## src/hdl/ttab_pkg.sv

```systemverilog
`timescale 1ns / 1ps
// ----------------------------------------------------------------------------
// Timer table package
// Shared types, codes and constants of the timer table engine.
// ----------------------------------------------------------------------------
package ttab_pkg;

  localparam int DEF_SLOTS     = 16;
  localparam int DEF_TIME_BITS = 48;

  localparam int OP_W       = 2;
  localparam int KIND_W     = 3;
  localparam int IN_DATA_W  = 96;
  localparam int OUT_DATA_W = 56;

  localparam logic [31:0] SOON_MAX   = 32'h7FFF_FFFF;
  localparam logic [31:0] SOON_EMPTY = 32'hFFFF_FFFF;
  localparam logic [7:0]  CNT_MAX    = 8'd255;

  typedef enum logic [1:0] {
    OP_ADD,
    OP_SOONEST,
    OP_APPLY,
    OP_CLEAR
  } ttab_op_t;

  typedef enum logic [2:0] {
    KIND_ADD_ACK,
    KIND_SOONEST,
    KIND_FIRING,
    KIND_DONE,
    KIND_CLEARED
  } ttab_kind_t;

  typedef enum logic [1:0] {
    STAT_OK,
    STAT_FULL,
    STAT_ZERO_PERIOD
  } ttab_status_t;

  typedef enum logic [3:0] {
    S_IDLE,
    S_READ,
    S_CHECK,
    S_MIN,
    S_DIV,
    S_BASE,
    S_WB,
    S_NEXT,
    S_SEND
  } ttab_state_t;

  // Write and valid-bit controls of the slot store.
  typedef struct packed {
    logic wr_all;
    logic wr_exp;
    logic set_valid;
    logic clr_valid;
    logic clr_all;
  } ttab_store_ctl_t;

endpackage

```

## src/hdl/ttab_store.sv

```systemverilog
`timescale 1ns / 1ps
// ----------------------------------------------------------------------------
// Timer slot store
// Per-slot fields in memories with a registered read port, plus valid bits.
// ----------------------------------------------------------------------------
module ttab_store #(
  parameter int TIMER_SLOTS = ttab_pkg::DEF_SLOTS,
  parameter int TIME_BITS   = ttab_pkg::DEF_TIME_BITS,
  parameter int IDX_W       = 4
) (
  input  logic                      clk,
  input  logic                      rst,
  input  ttab_pkg::ttab_store_ctl_t ctl,
  input  logic [IDX_W-1:0]          idx,
  input  logic                      wr_once,
  input  logic [31:0]               wr_period,
  input  logic [TIME_BITS-1:0]      wr_expiry,
  input  logic [7:0]                wr_event,
  output logic                      rd_valid,
  output logic                      rd_once,
  output logic [31:0]               rd_period,
  output logic [TIME_BITS-1:0]      rd_expiry,
  output logic [7:0]                rd_event
);
  import ttab_pkg::*;

  logic                 valid [TIMER_SLOTS];
  logic                 once_mem [TIMER_SLOTS];
  logic [31:0]          period_mem [TIMER_SLOTS];
  logic [TIME_BITS-1:0] expiry_mem [TIMER_SLOTS];
  logic [7:0]           event_mem [TIMER_SLOTS];

  always_ff @(posedge clk) begin
    if (rst || ctl.clr_all) begin
      for (int i = 0; i < TIMER_SLOTS; i++) begin
        valid[i] <= 1'b0;
      end
    end else if (ctl.set_valid) begin
      valid[idx] <= 1'b1;
    end else if (ctl.clr_valid) begin
      valid[idx] <= 1'b0;
    end
  end

  always_ff @(posedge clk) begin
    if (rst) begin
      rd_valid <= 1'b0;
    end else begin
      rd_valid <= valid[idx];
    end
  end

  always_ff @(posedge clk) begin
    if (ctl.wr_all) begin
      once_mem[idx]   <= wr_once;
      period_mem[idx] <= wr_period;
      event_mem[idx]  <= wr_event;
    end
    if (ctl.wr_all || ctl.wr_exp) begin
      expiry_mem[idx] <= wr_expiry;
    end
    rd_once   <= once_mem[idx];
    rd_period <= period_mem[idx];
    rd_expiry <= expiry_mem[idx];
    rd_event  <= event_mem[idx];
  end

endmodule

```

## src/hdl/ttab_div.sv

```systemverilog
`timescale 1ns / 1ps
// ----------------------------------------------------------------------------
// Timer catch-up divider
// Restoring divider, one quotient bit per cycle, giving quotient and remainder.
// ----------------------------------------------------------------------------
module ttab_div #(
  parameter int TIME_BITS = ttab_pkg::DEF_TIME_BITS
) (
  input  logic                 clk,
  input  logic                 rst,
  input  logic                 start,
  input  logic [TIME_BITS-1:0] dividend,
  input  logic [31:0]          divisor,
  output logic                 done,
  output logic [TIME_BITS-1:0] quo,
  output logic [31:0]          rem
);
  import ttab_pkg::*;

  localparam int CNT_W = $clog2(TIME_BITS + 1);

  logic                 busy;
  logic [CNT_W-1:0]     cnt;
  logic [TIME_BITS-1:0] dvd;
  logic [32:0]          trial;
  logic [32:0]          diff;
  logic                 fits;

  assign trial = {rem, dvd[TIME_BITS-1]};
  assign diff  = trial - {1'b0, divisor};
  assign fits  = trial >= {1'b0, divisor};

  always_ff @(posedge clk) begin
    if (rst) begin
      busy <= 1'b0;
      done <= 1'b0;
      cnt  <= '0;
    end else begin
      done <= 1'b0;
      if (start) begin
        busy <= 1'b1;
        cnt  <= CNT_W'(TIME_BITS);
      end else if (busy) begin
        cnt <= cnt - 1'b1;
        if (cnt == CNT_W'(1)) begin
          busy <= 1'b0;
          done <= 1'b1;
        end
      end
    end
  end

  always_ff @(posedge clk) begin
    if (start) begin
      dvd <= dividend;
      rem <= '0;
      quo <= '0;
    end else if (busy) begin
      dvd <= dvd << 1;
      rem <= fits ? diff[31:0] : trial[31:0];
      quo <= {quo[TIME_BITS-2:0], fits};
    end
  end

endmodule

```

## src/hdl/timer_table_engine.sv

```systemverilog
`timescale 1ns / 1ps
// ----------------------------------------------------------------------------
// Timer table engine
// Table of one-shot and periodic timers walked slot by slot by a sequencer.
// ----------------------------------------------------------------------------
// Add, soonest and apply operations walk the slot table one slot at a time
// through a memory with a registered read; an add stops at the first free
// slot, while a clear and a rejected add walk no slots. Each expired
// periodic timer in an apply also runs the shared bit-serial divider for
// its catch-up count. Results leave one word at a time, and the block takes
// no new word until the last result of the current one has been taken.
module timer_table_engine #(
  parameter int TIMER_SLOTS = ttab_pkg::DEF_SLOTS,
  parameter int TIME_BITS   = ttab_pkg::DEF_TIME_BITS
) (
  input  logic                               clk,
  input  logic                               rst,
  input  logic                               s_tvalid,
  output logic                               s_tready,
  // now_ms[47:0], delay_ms[79:48], one_shot[80], event_id[88:81], zero fill
  input  logic [ttab_pkg::IN_DATA_W-1:0]     s_tdata,
  // operation[1:0]
  input  logic [ttab_pkg::OP_W-1:0]          s_tuser,
  output logic                               m_tvalid,
  input  logic                               m_tready,
  // status[1:0], slot[5:2], soonest_ms[37:6], fired_event[45:38],
  // fire_count[53:46], zero fill
  output logic [ttab_pkg::OUT_DATA_W-1:0]    m_tdata,
  // kind[2:0]
  output logic [ttab_pkg::KIND_W-1:0]        m_tuser,
  output logic                               m_tlast
);
  import ttab_pkg::*;

  localparam int IDX_W = (TIMER_SLOTS > 1) ? $clog2(TIMER_SLOTS) : 1;
  localparam int SUM_W = ((TIME_BITS > 32) ? TIME_BITS : 32) + 1;
  localparam logic [TIME_BITS-1:0] TIME_MASK = '1;

  ttab_state_t state, state_next, ret_state, ret_next;

  logic [IDX_W-1:0]     idx;
  ttab_op_t             op_q;
  logic [TIME_BITS-1:0] now_q;
  logic [31:0]          delay_q;
  logic                 once_q;
  logic [7:0]           evt_q;
  logic                 any_q;
  logic [TIME_BITS-1:0] best_q;
  logic [TIME_BITS-1:0] rem_q;
  logic [TIME_BITS-1:0] base_q;

  ttab_kind_t   res_kind;
  ttab_status_t res_status;
  logic [3:0]   res_slot;
  logic [31:0]  res_soon;
  logic [7:0]   res_evt;
  logic [7:0]   res_cnt;
  logic         res_last;

  // Input word fields.
  logic [47:0] in_now;
  logic [31:0] in_delay;
  logic        in_once;
  logic [7:0]  in_evt;
  ttab_op_t    in_op;
  logic [63:0] in_now_wide;
  logic        in_reject;

  assign in_now      = s_tdata[47:0];
  assign in_delay    = s_tdata[79:48];
  assign in_once     = s_tdata[80];
  assign in_evt      = s_tdata[88:81];
  assign in_op       = ttab_op_t'(s_tuser);
  assign in_now_wide = {16'd0, in_now};
  assign in_reject   = (in_op == OP_ADD) && !in_once && (in_delay == 32'd0);

  // Store and divider.
  ttab_store_ctl_t      st_ctl;
  logic                 rd_valid;
  logic                 rd_once;
  logic [31:0]          rd_period;
  logic [TIME_BITS-1:0] rd_expiry;
  logic [7:0]           rd_event;
  logic                 div_start;
  logic                 div_done;
  logic [TIME_BITS-1:0] div_quo;
  logic [31:0]          div_rem;

  // Shared datapath.
  logic [TIME_BITS:0]   cmp_diff;
  logic                 exp_le_now;
  logic [TIME_BITS-1:0] soon_rem;
  logic [TIME_BITS-1:0] age;
  logic [SUM_W-1:0]     add_a;
  logic [SUM_W-1:0]     add_b;
  logic [SUM_W-1:0]     add_sum;
  logic [TIME_BITS-1:0] new_exp;
  logic [SUM_W-1:0]     base_sum;
  logic [SUM_W-1:0]     best_ext;
  logic [31:0]          soon_ans;
  logic [7:0]           fire_cnt;
  logic                 last_idx;
  logic [8:0]           idx_wide;
  logic                 period_zero;

  assign cmp_diff    = {1'b0, rd_expiry} - {1'b0, now_q};
  assign exp_le_now  = cmp_diff[TIME_BITS] || (cmp_diff[TIME_BITS-1:0] == '0);
  assign soon_rem    = exp_le_now ? '0 : cmp_diff[TIME_BITS-1:0];
  assign age         = now_q - rd_expiry;
  assign period_zero = (rd_period == 32'd0);

  // One adder serves both the add expiry and the periodic advance.
  assign add_a   = (state == S_WB) ? SUM_W'(base_q) : SUM_W'(now_q);
  assign add_b   = (state == S_WB) ? SUM_W'(rd_period) : SUM_W'(delay_q);
  assign add_sum = add_a + add_b;
  assign new_exp = (add_sum > SUM_W'(TIME_MASK)) ? TIME_MASK : add_sum[TIME_BITS-1:0];

  // The advanced expiry is now minus the remainder plus one period.
  assign base_sum = SUM_W'(now_q) - SUM_W'(div_rem);

  assign best_ext = SUM_W'(best_q);
  assign soon_ans = !any_q ? SOON_EMPTY :
                    (best_ext > SUM_W'(SOON_MAX)) ? SOON_MAX : best_ext[31:0];
  assign fire_cnt = (div_quo >= TIME_BITS'(CNT_MAX)) ? CNT_MAX : div_quo[7:0] + 8'd1;
  assign last_idx = (idx == IDX_W'(TIMER_SLOTS - 1));
  assign idx_wide = 9'(idx);

  ttab_store #(
    .TIMER_SLOTS (TIMER_SLOTS),
    .TIME_BITS   (TIME_BITS),
    .IDX_W       (IDX_W)
  ) u_store (
    .clk       (clk),
    .rst       (rst),
    .ctl       (st_ctl),
    .idx       (idx),
    .wr_once   (once_q),
    .wr_period (delay_q),
    .wr_expiry (new_exp),
    .wr_event  (evt_q),
    .rd_valid  (rd_valid),
    .rd_once   (rd_once),
    .rd_period (rd_period),
    .rd_expiry (rd_expiry),
    .rd_event  (rd_event)
  );

  ttab_div #(
    .TIME_BITS (TIME_BITS)
  ) u_div (
    .clk      (clk),
    .rst      (rst),
    .start    (div_start),
    .dividend (age),
    .divisor  (rd_period),
    .done     (div_done),
    .quo      (div_quo),
    .rem      (div_rem)
  );

  // Sequencer: next state.
  always_comb begin
    state_next = state;
    unique case (state)
      S_IDLE: begin
        if (s_tvalid) begin
          if (in_op == OP_CLEAR || in_reject) begin
            state_next = S_SEND;
          end else begin
            state_next = S_READ;
          end
        end
      end
      S_READ: state_next = S_CHECK;
      S_CHECK: begin
        unique case (op_q)
          OP_ADD:     state_next = rd_valid ? S_NEXT : S_SEND;
          OP_SOONEST: state_next = S_MIN;
          OP_APPLY: begin
            if (rd_valid && exp_le_now) begin
              state_next = (rd_once || period_zero) ? S_SEND : S_DIV;
            end else begin
              state_next = S_NEXT;
            end
          end
          OP_CLEAR:   state_next = S_IDLE;
        endcase
      end
      S_MIN:  state_next = S_NEXT;
      S_DIV:  state_next = div_done ? S_BASE : S_DIV;
      S_BASE: state_next = S_WB;
      S_WB:   state_next = S_SEND;
      S_NEXT: state_next = last_idx ? S_SEND : S_READ;
      S_SEND: state_next = m_tready ? ret_state : S_SEND;
      default: state_next = S_IDLE;
    endcase
  end

  // Sequencer: controls and the next result word.
  ttab_kind_t   res_kind_n;
  ttab_status_t res_status_n;
  logic [3:0]   res_slot_n;
  logic [31:0]  res_soon_n;
  logic [7:0]   res_evt_n;
  logic [7:0]   res_cnt_n;
  logic         res_last_n;
  logic         emit;
  logic         in_ld;
  logic         idx_inc;
  logic         rem_ld;
  logic         min_step;
  logic         base_ld;

  always_comb begin
    s_tready     = 1'b0;
    st_ctl       = '0;
    div_start    = 1'b0;
    emit         = 1'b0;
    in_ld        = 1'b0;
    idx_inc      = 1'b0;
    rem_ld       = 1'b0;
    min_step     = 1'b0;
    base_ld      = 1'b0;
    ret_next     = S_IDLE;
    res_kind_n   = KIND_ADD_ACK;
    res_status_n = STAT_OK;
    res_slot_n   = 4'd0;
    res_soon_n   = 32'd0;
    res_evt_n    = 8'd0;
    res_cnt_n    = 8'd0;
    res_last_n   = 1'b0;
    unique case (state)
      S_IDLE: begin
        s_tready = 1'b1;
        in_ld    = s_tvalid;
        if (s_tvalid) begin
          if (in_op == OP_CLEAR) begin
            st_ctl.clr_all = 1'b1;
            emit           = 1'b1;
            res_kind_n     = KIND_CLEARED;
            res_last_n     = 1'b1;
          end else if (in_reject) begin
            emit         = 1'b1;
            res_status_n = STAT_ZERO_PERIOD;
            res_last_n   = 1'b1;
          end
        end
      end
      S_CHECK: begin
        rem_ld = 1'b1;
        if (op_q == OP_ADD && !rd_valid) begin
          st_ctl.wr_all    = 1'b1;
          st_ctl.set_valid = 1'b1;
          emit             = 1'b1;
          res_slot_n       = idx_wide[3:0];
          res_last_n       = 1'b1;
        end else if (op_q == OP_APPLY && rd_valid && exp_le_now) begin
          if (rd_once || period_zero) begin
            st_ctl.clr_valid = 1'b1;
            emit             = 1'b1;
            res_kind_n       = KIND_FIRING;
            res_slot_n       = idx_wide[3:0];
            res_evt_n        = rd_event;
            res_cnt_n        = 8'd1;
            ret_next         = S_NEXT;
          end else begin
            div_start = 1'b1;
          end
        end
      end
      S_MIN:  min_step = 1'b1;
      S_BASE: base_ld = 1'b1;
      S_WB: begin
        st_ctl.wr_exp = 1'b1;
        emit          = 1'b1;
        res_kind_n    = KIND_FIRING;
        res_slot_n    = idx_wide[3:0];
        res_evt_n     = rd_event;
        res_cnt_n     = fire_cnt;
        ret_next      = S_NEXT;
      end
      S_NEXT: begin
        if (last_idx) begin
          emit       = 1'b1;
          res_last_n = 1'b1;
          unique case (op_q)
            OP_ADD:     res_status_n = STAT_FULL;
            OP_SOONEST: begin
              res_kind_n = KIND_SOONEST;
              res_soon_n = soon_ans;
            end
            OP_APPLY:   res_kind_n = KIND_DONE;
            OP_CLEAR:   res_kind_n = KIND_CLEARED;
          endcase
        end else begin
          idx_inc = 1'b1;
        end
      end
      S_READ, S_DIV, S_SEND: begin
      end
      default: begin
      end
    endcase
  end

  always_ff @(posedge clk) begin
    if (rst) begin
      state     <= S_IDLE;
      ret_state <= S_IDLE;
      m_tvalid  <= 1'b0;
      idx       <= '0;
      any_q     <= 1'b0;
    end else begin
      state <= state_next;
      if (emit) begin
        ret_state <= ret_next;
        m_tvalid  <= 1'b1;
      end else if (m_tready) begin
        m_tvalid <= 1'b0;
      end
      if (in_ld) begin
        idx   <= '0;
        any_q <= 1'b0;
      end else if (idx_inc) begin
        idx <= idx + 1'b1;
      end
      if (min_step && rd_valid) begin
        any_q <= 1'b1;
      end
    end
  end

  always_ff @(posedge clk) begin
    if (in_ld) begin
      op_q    <= in_op;
      now_q   <= in_now_wide[TIME_BITS-1:0];
      delay_q <= in_delay;
      once_q  <= in_once;
      evt_q   <= in_evt;
    end
    if (rem_ld) begin
      rem_q <= soon_rem;
    end
    if (min_step && rd_valid && (!any_q || rem_q < best_q)) begin
      best_q <= rem_q;
    end
    if (base_ld) begin
      base_q <= base_sum[TIME_BITS-1:0];
    end
    if (emit) begin
      res_kind   <= res_kind_n;
      res_status <= res_status_n;
      res_slot   <= res_slot_n;
      res_soon   <= res_soon_n;
      res_evt    <= res_evt_n;
      res_cnt    <= res_cnt_n;
      res_last   <= res_last_n;
    end
  end

  assign m_tdata = {2'b00, res_cnt, res_evt, res_soon, res_slot, res_status};
  assign m_tuser = res_kind;
  assign m_tlast = res_last;

`ifndef SYNTH
  // A new word is only taken once the output register has drained.
  a_ready_empty: assert property (@(posedge clk) disable iff (rst)
    s_tready |-> !m_tvalid)
    else $error("input accepted while a result word is pending");

  // The divider finishes only while the sequencer waits for it.
  a_div_in_wait: assert property (@(posedge clk) disable iff (rst)
    div_done |-> state == S_DIV)
    else $error("divider finished outside its wait state");

  // Taking the final word of an operation returns the block to idle.
  a_last_idle: assert property (@(posedge clk) disable iff (rst)
    m_tvalid && m_tready && m_tlast |=> state == S_IDLE)
    else $error("block not idle after the final result word");

  // A firing word always carries a nonzero count.
  a_fire_count: assert property (@(posedge clk) disable iff (rst)
    m_tvalid && (res_kind == KIND_FIRING) |-> res_cnt != 8'd0)
    else $error("firing word with zero count");
`endif

endmodule
```

## config.mk

```make
export PLATFORM = sky130hd
export DESIGN_NAME = timer_table_engine
export DESIGN_NICKNAME = d
export VERILOG_FILES = /design/src/hdl/ttab_pkg.sv /design/src/hdl/ttab_store.sv /design/src/hdl/ttab_div.sv /design/src/hdl/timer_table_engine.sv
export SDC_FILE = /design/constraint.sdc
export NUM_CORES = 2
export LEC_CHECK = 0
export ABC_AREA = 1
export BUFFER_PORTS_ARGS = -buffer_cell sky130_fd_sc_hd__buf_4
export CORE_MARGIN = 2
export CORE_UTILIZATION = 41
export DETAILED_ROUTE_END_ITERATION = 7
export GPL_TIMING_DRIVEN = 0
export PLACE_DENSITY = 0.6
export SLEW_MARGIN = 20
export SYNTH_ARGS = -nofsm -noshare
export SYNTH_HDL_FRONTEND = slang
export SYNTH_SLANG_ARGS = --single-unit
```

## constraint.sdc

```tcl
create_clock -name clk -period 8.5 [get_ports clk]
set_input_delay 0.85 -clock clk [delete_from_list [all_inputs] [get_ports clk]]
set_output_delay 0.85 -clock clk [all_outputs]
set_load 0.03 [all_outputs]
```

### Yosys cells after proc, flatten, opt, wreduce, memory -nomap -nowiden

Memories as Yosys holds them, arrays and structs flattened. A register that Yosys moved wholly into a read port is not among the register bits.
Index checks and enable logic that the tools add are counted.

| word-level totals | value |
|---|---|
| bits in writable memories | 1,440 |
| register bits | 443 |
| memories kept | 5 |
| output and inout port bits | 62 |
| input bits | 102 |

| cells by class | value |
|---|---|
| bitwise operators | 2 |
| add/sub/neg operators | 8 |
| order comparisons | 5 |
| eq/ne operators | 15 |
| reduce and logical (&&, ||, !) cells | 31 |
| muxes and demuxes | 104 |

Memories:

| name | depth | width | read ports | clocked after memory_dff | wr ports | RTL line | text |
|---|---|---|---|---|---|---|---|
| u_store.expiry_mem | 16 | 48 | 1 | 1 | 1 | ttab_store.sv:30 | `logic [TIME_BITS-1:0] expiry_mem [TIMER_SLOTS];` |
| u_store.period_mem | 16 | 32 | 1 | 1 | 1 | ttab_store.sv:29 | `logic [31:0] period_mem [TIMER_SLOTS];` |
| u_store.event_mem | 16 | 8 | 1 | 1 | 1 | ttab_store.sv:31 | `logic [7:0] event_mem [TIMER_SLOTS];` |
| u_store.once_mem | 16 | 1 | 1 | 1 | 1 | ttab_store.sv:28 | `logic once_mem [TIMER_SLOTS];` |
| u_store.valid | 16 | 1 | 1 | 1 | 16 | ttab_store.sv:27 | `logic valid [TIMER_SLOTS];` |

Operators by type and width:

| kind | number |
|---|---|
| 2-to-1 mux 48 bit | 4 |
| 2-to-1 mux 32 bit | 4 |
| zero test 32 bit | 2 |
| 2-to-1 mux 1 bit | 55 |
| adder 48 x 32 -> 49 bit | 1 |
| > comparator 49 x 48 -> 1 bit, second input constant | 1 |
| subtractor 48 x 48 -> 49 bit | 1 |
| >= comparator 48 x 8 -> 1 bit, second input constant | 1 |
| > comparator 48 x 31 -> 1 bit, second input constant | 1 |
| zero test 48 bit | 1 |
| < comparator 48 bit | 1 |
| subtractor 48 x 32 -> 48 bit | 1 |
| subtractor 48 bit | 1 |
| 2-to-1 mux 4 bit | 11 |
| case mux 4 bit (9 select lines) | 1 |
| >= comparator 33 x 32 -> 1 bit | 1 |
| 2-to-1 mux 8 bit | 4 |
| case mux 8 bit (2 select lines) | 2 |
| subtractor 32 bit | 1 |
| 2-to-1 mux 3 bit | 6 |
| equality test 4 x 3 -> 1 bit, second input constant | 4 |
| case mux 4 bit (4 select lines) | 1 |
| 2-to-1 mux 2 bit | 7 |
| 2-to-1 mux 6 bit | 2 |
| other kinds (29) | 51 |

### Logic depth before layout (Yosys ltp)

| logic depth | value |
|---|---|
| word-level depth | 14 |
| mapped depth | 29 |

### By module

Synthesis repeated with hierarchy kept, for this count alone.

| second synthesis, totals | value |
|---|---|
| cells, all modules | 9,177 |
| area total of the unflattened synthesis | 90,685.7 sq um |

By module, submodules not included:

| module | area each (sq um) | cells an instance | times used |
|---|---|---|---|
| ttab_store | 57,775.4 | 4,597 | 1 |
| timer_table_engine | 24,841.3 | 3,397 | 1 |
| ttab_div | 8,069.0 | 1,183 | 1 |

### Worst setup path before layout

OpenSTA, ideal clock, no wires.

| timing path | value |
|---|---|
| kind | register to register |
| start | register state[2] |
| end | register res_last, in the netlist m_tlast, enable pin |
| setup slack | 0.860 ns |
| clock period less this slack | 7.640 ns |
| path buffers | 0 |
| arrival | 7.214 ns |
| cell stages (with the launch flop) | 10 |
| path through | dfxtp_1 -> nor2_1 -> inv_1 -> nor2_1 -> inv_1 -> nor2_1 -> inv_1 -> nor2_1 -> nor4_1 -> nand3_1 |

| on the way | value |
|---|---|
| word-level cells in the longest chain between the ends | 2 |
| elaborated cells on any way between the ends | 5 |
| classes of those cells | eq/ne (3); mux (1); reduce/logical (1) |

RTL lines:

| element | RTL line | text |
|---|---|---|
| start, declared | timer_table_engine.sv:39 | `ttab_state_t state, state_next, ret_state, ret_next;` |
| start signal, assigned | timer_table_engine.sv:314 | `state <= state_next;` |
| equality test 4 x 3 -> 1 bit (tied with other cells) | timer_table_engine.sv:232 | `unique case (state)` |
| case mux 1 bit (4 select lines) (*) | timer_table_engine.sv:232 |  |
| via emit | timer_table_engine.sv:207 | `logic emit;` |
| end signal, assigned | timer_table_engine.sv:357 | `res_last <= res_last_n;` |
| end, declared | timer_table_engine.sv:58 | `logic res_last;` |

The timed path passes the listed nets; every way through them passes the cells marked *.
A chain may end at the register's enable or synchronous reset.

### Worst setup path in the final report

| timing path | value |
|---|---|
| start | register state[1] |
| end | memory u_store.expiry_mem[0][45] (netlist name) (data pin) |

| on the way | value |
|---|---|
| word-level cells in the longest chain between the ends | 5 |
| elaborated cells on any way between the ends | 6 |
| classes of those cells | add/sub (1); order compare (1); eq/ne (1); mux (3) |

RTL lines:

| element | RTL line | text |
|---|---|---|
| equality test 4 x 3 -> 1 bit (*) | timer_table_engine.sv:113, timer_table_engine.sv:114 |  |
| 2-to-1 mux 48 bit or 2-to-1 mux 32 bit (tied branches) | timer_table_engine.sv:113, timer_table_engine.sv:114 |  |
| adder 48 x 32 -> 49 bit (*) | timer_table_engine.sv:115 | `assign add_sum = add_a + add_b;` |
| > comparator 49 x 48 -> 1 bit | timer_table_engine.sv:116 | `assign new_exp = (add_sum > SUM_W'(TIME_MASK)) ? TIME_MASK : add_sum[TIME_BITS-1:0];` |
| 2-to-1 mux 48 bit (*) | timer_table_engine.sv:116 |  |
| via new_exp[45] | timer_table_engine.sv:97 | `logic [TIME_BITS-1:0] new_exp;` |
| end, declared | ttab_store.sv:30 |  |

Marked as above.

==> flow_summary.json <==
{
  "crit_arrival_ns": 8.29,
  "status": "finished, final reports clean",
  "crit_required_ns": 9.02,
  "path_class": "reg -> reg",
  "path_depth": 26,
  "synth-edff-count": 1781,
  "period_share": 0.914,
  "dp_hpwl_mm": 229,
  "grt_max_degree": 50,
  "dr_total_vias": 66800,
  "final_cell_mix": "edfxtp_1, nand2_1, nor2_1",
  "synthFlopType": "edfxtp_1",
  "power_frac_comb": 0.183,
  "r2r_cells": 26,
  "maxCapViolCount": 0,
  "p_clk_frac": 0.338,
  "drt.antenna.violating_nets": 0,
  "hold_buffers": 0,
  "place.gp.congestion": 0.995,
  "drive_gt1_frac": 0.0754,
  "wl_per_cell_um": 25.3,
  "clk_path_buf_depth": 3,
  "cts_resized": 0,
  "leakage_nw": 39.2,
  "setup_ws_ns": 0.727,
  "layout.cells.non_filler": 12100,
  "synthArstFlopShare": 0,
  "via_per_inst": 5.54,
  "syn_to_final_growth_pct": 14.8,
  "p_int_w": 0.0177,
  "post_cts_buffers": 0,
  "grt_use_total": 0.269,
  "finalCriticalPeriod_ns": 7.77,
  "core_um2": 217000,
  "grt_pass1_vias": 63400,
  "grt_use_met1": 0.369,
  "pre_cts_slack_ns": 0.357,
  "port_buffers": 153,
  "syn-mean-instance-area_um2": 10.4,
  "final-max-slew-violation-count": 0,
  "synth_seq_cells": 1970,
  "start_kind": "flip-flop",
  "crit_family": "simple AND/OR/NAND/NOR gates",
  "hold_viol": 0,
  "io_pins": 164,
  "antenna_found_initial": 21,
  "htree_levels": 4,
  "grt-busiest-layer": "met2",
  "power_density_nw_per_um2": 248,
  "post_dp_cell_area_um2": 96200,
  "gr-usage-met3": 0.0539,
  "yosysSeqAreaShare": 0.641,
  "cts_sinks": 1970,
  "worstHoldPathType": "in -> reg",
  "fin_hold_ws_ns": 0.164,
  "globalRouteMet2Util": 0.412,
  "slowest_stage": "o21ai_0",
  "path_common_cell": "nand2_1",
  "num_rows": 171,
  "swShare": 0.302,
  "final_common_cell": "edfxtp_1",
  "die_w_um": 471,
  "syn-cell-area_um2": 89300,
  "worst-path-buf-inv": 7,
  "die-area_um2": 222000,
  "cts_root_buf": "clkbuf_16",
  "switchingPower_w": 0.00767,
  "hold_path_depth": 1,
  "setup-tns-final_ns": 0,
  "synth_warnings": 0,
  "synth_cell_types": 53,
  "setup_violations": 0,
  "die_h_um": 471,
  "cp_max_fo": 16,
  "grt_pass1_wl_mm": 434,
  "finalWirelength_mm": 305,
  "cts_inserted_buffers": 198,
  "tightest_slew_ns": 1.23,
  "max_stage_delay_ns": 0.89,
  "first_pass_iters": 6,
  "skew_ns": 0.0572,
  "synth_cells": 8596,
  "max_freq_mhz": 129,
  "clk_pin_slew_worst_paths_ns": 0.06,
  "fin_area_um2": 103000,
  "finalNetCount": 9389,
  "route.detailed.drc": 0,
  "clock_latency_ns": 0.87,
  "initial_core_util": 0.412,
  "relSlewSlack": 0.174,
  "rsz0062_at_grt": "no",
  "place_inst": 11700,
  "cts_tree": "built",
  "endpoint_kind": "flip-flop",
  "vdd_drop_max_uv": 188,
  "power_frac_seq": 0.480,
  "grt_overflow": 0,
  "drt-initial-drc-count": 8354
}
==> cells by family after synthesis <==
kind of cell,synth area share
AO/OA/AOI/OAI,0.115
XOR/XNOR,0.0165
adder cells (fa/ha/maj),0.0363
buffers and inverters,0.0563
flip-flops,0.641
other,0.0000420
AND/OR/NAND/NOR,0.134
==> per-layer routing <==
metal	routed length, um	vias to the layer above	share of wire
met3	30500	542	0.10
met5	73	-	0.00024
met1	125000	32100	0.41
met4	15400	10	0.050
met2	134000	3430	0.44
li1	-	30600	-
==> Yosys cell counts (11+ instances only) <==
cell | count | area share
a31oi_1 | 60 | 0.0042
o21ai_0 | 1017 | 0.057
o211ai_1 | 11 | 0.00092
nor4_1 | 31 | 0.0022
a21boi_0 | 11 | 0.00092
nand2_1 | 1500 | 0.063
nand3_1 | 111 | 0.0062
xor2_1 | 104 | 0.010
edfxtp_1 | 1781 | 0.60
clkbuf_1 | 320 | 0.013
o22ai_1 | 364 | 0.025
nor3_1 | 35 | 0.0020
nor2_2 | 23 | 0.0016
ha_1 | 251 | 0.035
nand3b_1 | 16 | 0.0013
nor2_1 | 1102 | 0.046
inv_2 | 31 | 0.0013
buf_2 | 31 | 0.0017
xnor2_1 | 64 | 0.0063
nand4_1 | 149 | 0.010
dfxtp_1 | 189 | 0.042
buf_1 | 24 | 0.0010
inv_1 | 900 | 0.038
a21oi_1 | 311 | 0.017
o21ai_1 | 47 | 0.0026
o21a_1 | 17 | 0.0014
==> final cells by class <==
cell class | instances | area (um^2)
flip-flops and latches | 1970 | 57300
inverters | 934 | 3510
well taps | 2854 | 3570
plain buffers | 387 | 1560
repair buffers | 234 | 2920
clock buffers | 241 | 5190
diodes | 9 | 22.5
fillers | 20000 | 114000
clock inverters | 118 | 1120
multi-input cells | 5306 | 27400
==> power groups by stage <==
stage | sequential [W] | combinational [W] | clock [W]
floorplan | 0.0122 | 0.00281 | 0
global placement | 0.0124 | 0.00441 | 0
detailed placement | 0.0124 | 0.00452 | 0
CTS | 0.0122 | 0.00455 | 0.00865
global route | 0.0122 | 0.00507 | 0.00904
finish | 0.0122 | 0.00465 | 0.00858
==> worst paths after layout <==
check,start,endpoint,slack (ns)
min,s_tdata[84],evt_q[3],0.16
max reg2reg,state[1],u_store.expiry_mem[0][45],0.73
min reg2reg,rem_q[27],best_q[27],0.46
max,state[1],u_store.expiry_mem[0][45],0.73
==> flip-flops by register name, indices dropped and copies added (netlist names), 32 cells and up <==
name,flops
now_q,48
u_div.rem,32
delay_q,32
u_store.rd_expiry,48
u_store.event_mem,128
rem_q,48
u_div.dvd,48
best_q,48
u_store.period_mem,512
base_q,48
res_soon,32
u_store.expiry_mem,768
u_div.quo,48
u_store.rd_period,32
==> metrics by stage <==
step                power [W]   util
finish                 0.0254  0.473
global route           0.0263  0.472
CTS                    0.0254  0.472
detailed placement     0.0169  0.443
global placement       0.0168  0.434
floorplan              0.0150      -
(Power assumes the default switching activity.)
